**config.mk**
```make
export PLATFORM = sky130hd
export DESIGN_NAME = gmb_ctrl
export DESIGN_NICKNAME = d
export VERILOG_FILES = /design/src/hdl/gmb_pkg.sv /design/src/hdl/gmb_ctrl.sv
export SDC_FILE = /design/constraint.sdc
export NUM_CORES = 1
export LEC_CHECK = 0
export BUFFER_PORTS_ARGS = -buffer_cell sky130_fd_sc_hd__buf_2
export CORE_MARGIN = 5
export CORE_UTILIZATION = 44
export DETAILED_ROUTE_END_ITERATION = 10
export GPL_ROUTABILITY_DRIVEN = 0
export HOLD_SLACK_MARGIN = 0.05
export PLACE_DENSITY = 0.82
export SLEW_MARGIN = 30
export SYNTH_ARGS = -nofsm -noshare
export SYNTH_HDL_FRONTEND = slang
export SYNTH_SLANG_ARGS = --single-unit
```
**constraint.sdc**
```tcl
create_clock -name i_clk -period 1.7 [get_ports i_clk]
set_clock_uncertainty 0.2 [all_clocks]
set_input_delay 0.255 -clock i_clk [delete_from_list [all_inputs] [get_ports i_clk]]
set_output_delay 0.255 -clock i_clk [all_outputs]
set_load 0.03 [all_outputs]
```
**src/hdl/gmb_pkg.sv**
```systemverilog
// Package for the grid maze path marker: sizes, codes, controller states and
// the command/status structs. No dependencies.
package gmb_pkg;
    localparam int MaxRows = 64;
    localparam int MaxCols = 64;
    localparam int RowW = $clog2(MaxRows);
    localparam int ColW = $clog2(MaxCols);
    localparam int IdxW = RowW + ColW;
    localparam int Cells = MaxRows * MaxCols;
    localparam int CntW = IdxW + 1;

    typedef enum logic [1:0] {
        K_WRITE = 2'd0,
        K_SOLVE = 2'd1,
        K_READ  = 2'd2,
        K_NONE  = 2'd3
    } t_kind;

    localparam logic [2:0] CodeOpen  = 3'd0;
    localparam logic [2:0] CodeWall  = 3'd1;
    localparam logic [2:0] CodeStart = 3'd2;
    localparam logic [2:0] CodeDest  = 3'd3;
    localparam logic [2:0] CodePath  = 3'd4;

    localparam logic [1:0] DirRight = 2'd0;
    localparam logic [1:0] DirLeft  = 2'd1;
    localparam logic [1:0] DirUp    = 2'd2;
    localparam logic [1:0] DirDown  = 2'd3;

    typedef enum logic [3:0] {
        S_INIT,
        S_IDLE,
        S_CLEAR,
        S_SCAN_RD,
        S_SCAN_CHK,
        S_POP,
        S_POP_WAIT,
        S_NB_RD,
        S_NB_CHK,
        S_WALK_RD,
        S_WALK_CHK,
        S_READ_WAIT,
        S_OUT
    } t_state;

    typedef struct packed {
        logic clr_start;
        logic clr_step;
        logic solve_init;
        logic scan_rd;
        logic scan_next;
        logic bfs_seed;
        logic pop;
        logic pop_latch;
        logic nb_rd;
        logic nb_take;
        logic nb_next;
        logic walk_init;
        logic walk_rd;
        logic walk_step;
        logic cell_wr;
        logic cell_rd;
        logic out_load;
        logic out_zero;
    } t_cmd;

    typedef struct packed {
        logic clr_done;
        logic scan_start;
        logic scan_last;
        logic q_empty;
        logic nb_valid;
        logic nb_ok;
        logic nb_last;
        logic reached;
        logic walk_stop;
    } t_status;
endpackage

```
**src/hdl/gmb_ctrl.sv**
```systemverilog
// Controller FSM for the maze marker: sequences clear, BFS, walk-back and IO.
// Depends on gmb_pkg.
module gmb_ctrl import gmb_pkg::*; (
    input  logic    i_clk,
    input  logic    i_rst_n,
    input  logic    i_in_valid,
    input  t_kind   i_kind,
    output logic    o_in_ready,
    output logic    o_out_valid,
    input  logic    i_out_ready,
    input  t_status i_st,
    output t_cmd    o_cmd
);
    t_state r_state, n_state;
    logic   r_ovalid, n_ovalid;
    logic   take;

    assign o_in_ready  = (r_state == S_IDLE) && !r_ovalid;
    assign o_out_valid = r_ovalid;
    assign take        = i_in_valid && o_in_ready;

    always_ff @(posedge i_clk) begin
        if (!i_rst_n) begin
            r_state  <= S_INIT;
            r_ovalid <= 1'b0;
        end else begin
            r_state  <= n_state;
            r_ovalid <= n_ovalid;
        end
    end

    always_comb begin
        n_state = r_state;
        unique case (r_state)
            S_INIT:      if (i_st.clr_done) n_state = S_IDLE;
            S_IDLE: begin
                if (take) begin
                    unique case (i_kind)
                        K_SOLVE: n_state = S_CLEAR;
                        K_READ:  n_state = S_READ_WAIT;
                        default: n_state = S_OUT;
                    endcase
                end
            end
            S_CLEAR:     if (i_st.clr_done) n_state = S_SCAN_RD;
            S_SCAN_RD:   n_state = S_SCAN_CHK;
            S_SCAN_CHK: begin
                if (i_st.scan_start) n_state = S_POP;
                else if (i_st.scan_last) n_state = i_st.reached ? S_WALK_RD : S_OUT;
                else n_state = S_SCAN_RD;
            end
            S_POP: begin
                if (i_st.q_empty) begin
                    if (i_st.scan_last) n_state = i_st.reached ? S_WALK_RD : S_OUT;
                    else n_state = S_SCAN_RD;
                end else begin
                    n_state = S_POP_WAIT;
                end
            end
            S_POP_WAIT:  n_state = S_NB_RD;
            S_NB_RD:     n_state = i_st.nb_valid ? S_NB_CHK : (i_st.nb_last ? S_POP : S_NB_RD);
            S_NB_CHK:    n_state = i_st.nb_last ? S_POP : S_NB_RD;
            S_WALK_RD:   n_state = S_WALK_CHK;
            S_WALK_CHK:  n_state = i_st.walk_stop ? S_OUT : S_WALK_RD;
            S_READ_WAIT: n_state = S_OUT;
            S_OUT:       n_state = S_IDLE;
            default:     n_state = S_IDLE;
        endcase
    end

    always_comb begin
        o_cmd    = '0;
        n_ovalid = r_ovalid && !i_out_ready;
        unique case (r_state)
            S_INIT:     o_cmd.clr_step = 1'b1;
            S_IDLE: begin
                if (take) begin
                    unique case (i_kind)
                        K_WRITE: o_cmd.cell_wr = 1'b1;
                        K_SOLVE: begin
                            o_cmd.clr_start  = 1'b1;
                            o_cmd.solve_init = 1'b1;
                        end
                        K_READ:  o_cmd.cell_rd = 1'b1;
                        default: ;
                    endcase
                    if (i_kind != K_READ) o_cmd.out_zero = 1'b1;
                end
            end
            S_CLEAR:    o_cmd.clr_step = 1'b1;
            S_SCAN_RD:  o_cmd.scan_rd = 1'b1;
            S_SCAN_CHK: begin
                if (i_st.scan_start) o_cmd.bfs_seed = 1'b1;
                else if (!i_st.scan_last) o_cmd.scan_next = 1'b1;
                else if (i_st.reached) o_cmd.walk_init = 1'b1;
            end
            S_POP: begin
                if (i_st.q_empty) begin
                    if (!i_st.scan_last) o_cmd.scan_next = 1'b1;
                    else if (i_st.reached) o_cmd.walk_init = 1'b1;
                end else begin
                    o_cmd.pop = 1'b1;
                end
            end
            S_POP_WAIT: o_cmd.pop_latch = 1'b1;
            S_NB_RD: begin
                o_cmd.nb_rd = i_st.nb_valid;
                if (!i_st.nb_valid) o_cmd.nb_next = 1'b1;
            end
            S_NB_CHK: begin
                o_cmd.nb_take = i_st.nb_ok;
                o_cmd.nb_next = 1'b1;
            end
            S_WALK_RD:   o_cmd.walk_rd = 1'b1;
            S_WALK_CHK:  o_cmd.walk_step = 1'b1;
            S_READ_WAIT: ;
            S_OUT: begin
                o_cmd.out_load = 1'b1;
                n_ovalid       = 1'b1;
            end
            default: ;
        endcase
    end
endmodule

```
==> results by group <==
Run status
  • Status: finished, violations left
  • Failing checks: negative setup slack

Clock network
  • TritonCTS clock tree: done
  • Clk root buf: clkbuf_4
  • Clock Sinks: 5
  • CTS buffer count: 3
  • Clock Tree Buf Depth: 2
  • Worst-Skew Late Latency: approximately 0.26 ns
  • H-tree depth: 1
  • Clk slew on worst S/H paths: around 0.060 ns

STA
  • Fin. max-slew vios: 0
  • F_max: around 580 MHz
  • Final hold vios: 0
  • Final min period: 1.74 ns
  • RSZ-0062 raised after global routing: yes
  • Post-route setup slack: -0.0375 ns
  • Slew Limit Headroom: about four fifths
  • Final setup TNS: -0.207 ns
  • Worst-Margin Slew: roughly 0.28 ns
  • # setup viols final: 10
  • Final period util: 102%

Finish
  • Fillcell total: 107
  • Layout cells sized above 1: ~53%
  • Multi-input logic area: around 600 um^2
  • Area growth syn-to-layout: 73.6%
  • # diodes: 0
  • FF/Latch Area: 116 um^2
  • Final #Nets: 164

Floorplan
  • Initial core utilization: between 40 and 50%
  • Die area: roughly 0.0024 mm^2
  • FP Rows: 14
  • Die Wd: ~49 um
  • Die height: roughly 49 um
  • Core Area: 0.00147 mm^2
  • Io pins: 35

Placement
  • DPL Wire Length: ~1.7 mm
  • DP Worst Slack: 0.0741 ns
  • Port Buffers: 34

Synthesis
  • Number of flops mapped to enable cells by yosys: 0
  • Sequential area share after synthesis: between 10% and 20%
  • Netlist cell types: 32
  • Mean cell area of the mapped netlist: 6.71 um^2
  • Syn Nets: ~120
  • Most instantiated cells after synthesis: nor2_1, nand2_1, nand2b_1
  • Synthesis Warnings: 0
  • Mapped Cells: 99
  • Most common cell in the netlist: nor2_1
  • Netlist Area Pre-Place: ~660 um^2
  • Synth top area share: about 15%
  • Largest cells by area after synthesis: dfxtp_1, nor2_1, nand2b_1
  • Seq cells post-synth: 5
  • Ys async rst share: 0%
  • Top_reg_cell synth: dfxtp_1
  • Synth area leader: dfxtp_1

Critical path
  • Worst r2r src: r_state[3]
  • Startpoint class of the critical path: flip-flop
  • Worst R2R Setup Slack: 0.15 ns
  • Worst-path maximum fanout: 7
  • Register-to-Register Path Depth: 6
  • Required time of the critical path: roughly 1.2 ns
  • Path type of the worst setup path: reg -> out
  • Worst setup EP type: output port
  • Crit path DAT: ~1.3 ns
  • Worst r2r dst: r_state[1]

Flow run
  • Maxcap violations: 0

Routing
  • Vias: between 900 and 1000
  • Wire length per cell: about 16 um
  • Routed Antenna Nets: 0
  • Total Wirelength: roughly 2.6 mm
  • Pre-antenna DRT Iters: 6
  • DRT iter0 DRCs: 46
  • # DRC: 0
  • Via density: a little under 6

Global route
  • GRT Util Overall: slightly below 20%
  • Largest net degree at the start of global routing: 12
  • Vias in the first global route: about 860
  • Grt ovf: 0
  • Initial antenna violation count: 0
  • First-pass GRT wire length: approximately 3.7 mm

Worst hold path
  • Min-Delay Path Class: in -> reg
  • Cells on Worst Hold Path: 2
  • Hold path endpoint: o_out_valid
  • Hold path start: i_rst_n

Pwr
  • Lkg Pwr: about 0.58 nW
  • Pwr dens: ~480 mW/mm^2
  • Worst-case vdd ir drop: 375 uV
==> where the power goes <==
group	total (W)	internal, W	switching (W)
logic	0.000267	0.000119	0.000149
clock network	0.000154	0.0000897	0.0000640
registers	0.000135	0.000122	0.0000136
total	0.000556	0.000330	0.000226
==> metrics by stage <==
step	hold slack [ns]	instance area [um^2]	util, %	total power (W)	cells
2_1_floorplan	0.172	696	-	0.000279	99
6_report	0.0494	1150	78.4	0.000556	161
5_1_grt	0.0602	1150	78.4	0.000583	161
3_5_place_dp	0.318	906	61.6	0.000344	152
3_3_place_gp	0.312	906	61.6	0.000340	152
4_1_cts	0.0575	1030	70.2	0.000511	158
==> cells in the final DEF, fill, tap and decap left out, types with 3 or more instances in the layout <==
cell / netlist / layout
nor2_1: 14 / 11
ha_1: 3 / 3
clkbuf_4: 0 / 3
nand2b_4: 0 / 3
nand2_1: 11 / 11
buf_2: 2 / 15
o21ai_0: 3 / 3
a21oi_1: 4 / 4
buf_4: 3 / 24
nor3_2: 2 / 3
dfxtp_4: 0 / 4
nand2b_1: 7 / 3
a31oi_1: 5 / 5
buf_6: 2 / 10
nor2b_1: 6 / 4
inv_1: 5 / 5
==> critical path: stages, from the launching register on <==
cell     delay, ns
dfxtp_4       0.38
nor2b_4       0.15
and3_4        0.20
and2_1        0.16
buf_6         0.14
==> per-layer routing <==
layer	track usage (%)	share of wire, %	up-vias
met5	0	0	-
met4	11.7	3.3	0
met3	6.42	8.2	13
met2	32.2	51	58
met1	21.1	37	426
li1	-	-	441
==> registers in the layout, indices dropped and copies added, names as in the netlist <==
name and count:
r_state 4, o_out_valid 1
==> final cells by class <==
class	count	area share [%]
multi-input cells	81	52.1
repair buffers	49	31.9
flip-flops and latches	5	10.1
clock buffers	4	2.28
inverters	6	1.95
well taps	16	1.74
==> how the worst max path moves through the flow <==
stage | slack, ns | cells after the start | startpoint | endpoint
2_1_floorplan | 0.0008 | 4 | r_state[2] | o_cmd[0]
3_3_place_gp | 0.09 | 4 | r_state[2] | o_cmd[7]
3_5_place_dp | 0.07 | 4 | r_state[0] | o_cmd[7]
4_1_cts | -0.06 | 3 | r_state[0] | o_cmd[8]
5_1_grt | -0.1 | 5 | r_state[3] | o_cmd[6]
6_report | -0.04 | 4 | r_state[0] | o_cmd[3]
==> cells by family (layout without fill, tap and decap cells) <==
logic type      count (synthesis)  count (layout)  share of synthesized area [%]
fa+ha+maj                       3               3                           5.65
compound gates                 23              23                           23.4
buf+inv                        13              59                           11.7
flops                           5               5                           15.1
simple gates                   55              55                           44.3
==> what timing repair did <==
item                       CTS  global route
resized for setup           29            31
cloned                       0             0
setup endpoints to repair   19            18
hold buffers                 0             0
setup buffers                2             3
pin swaps                    3             3
(Power assumes the default switching activity.)
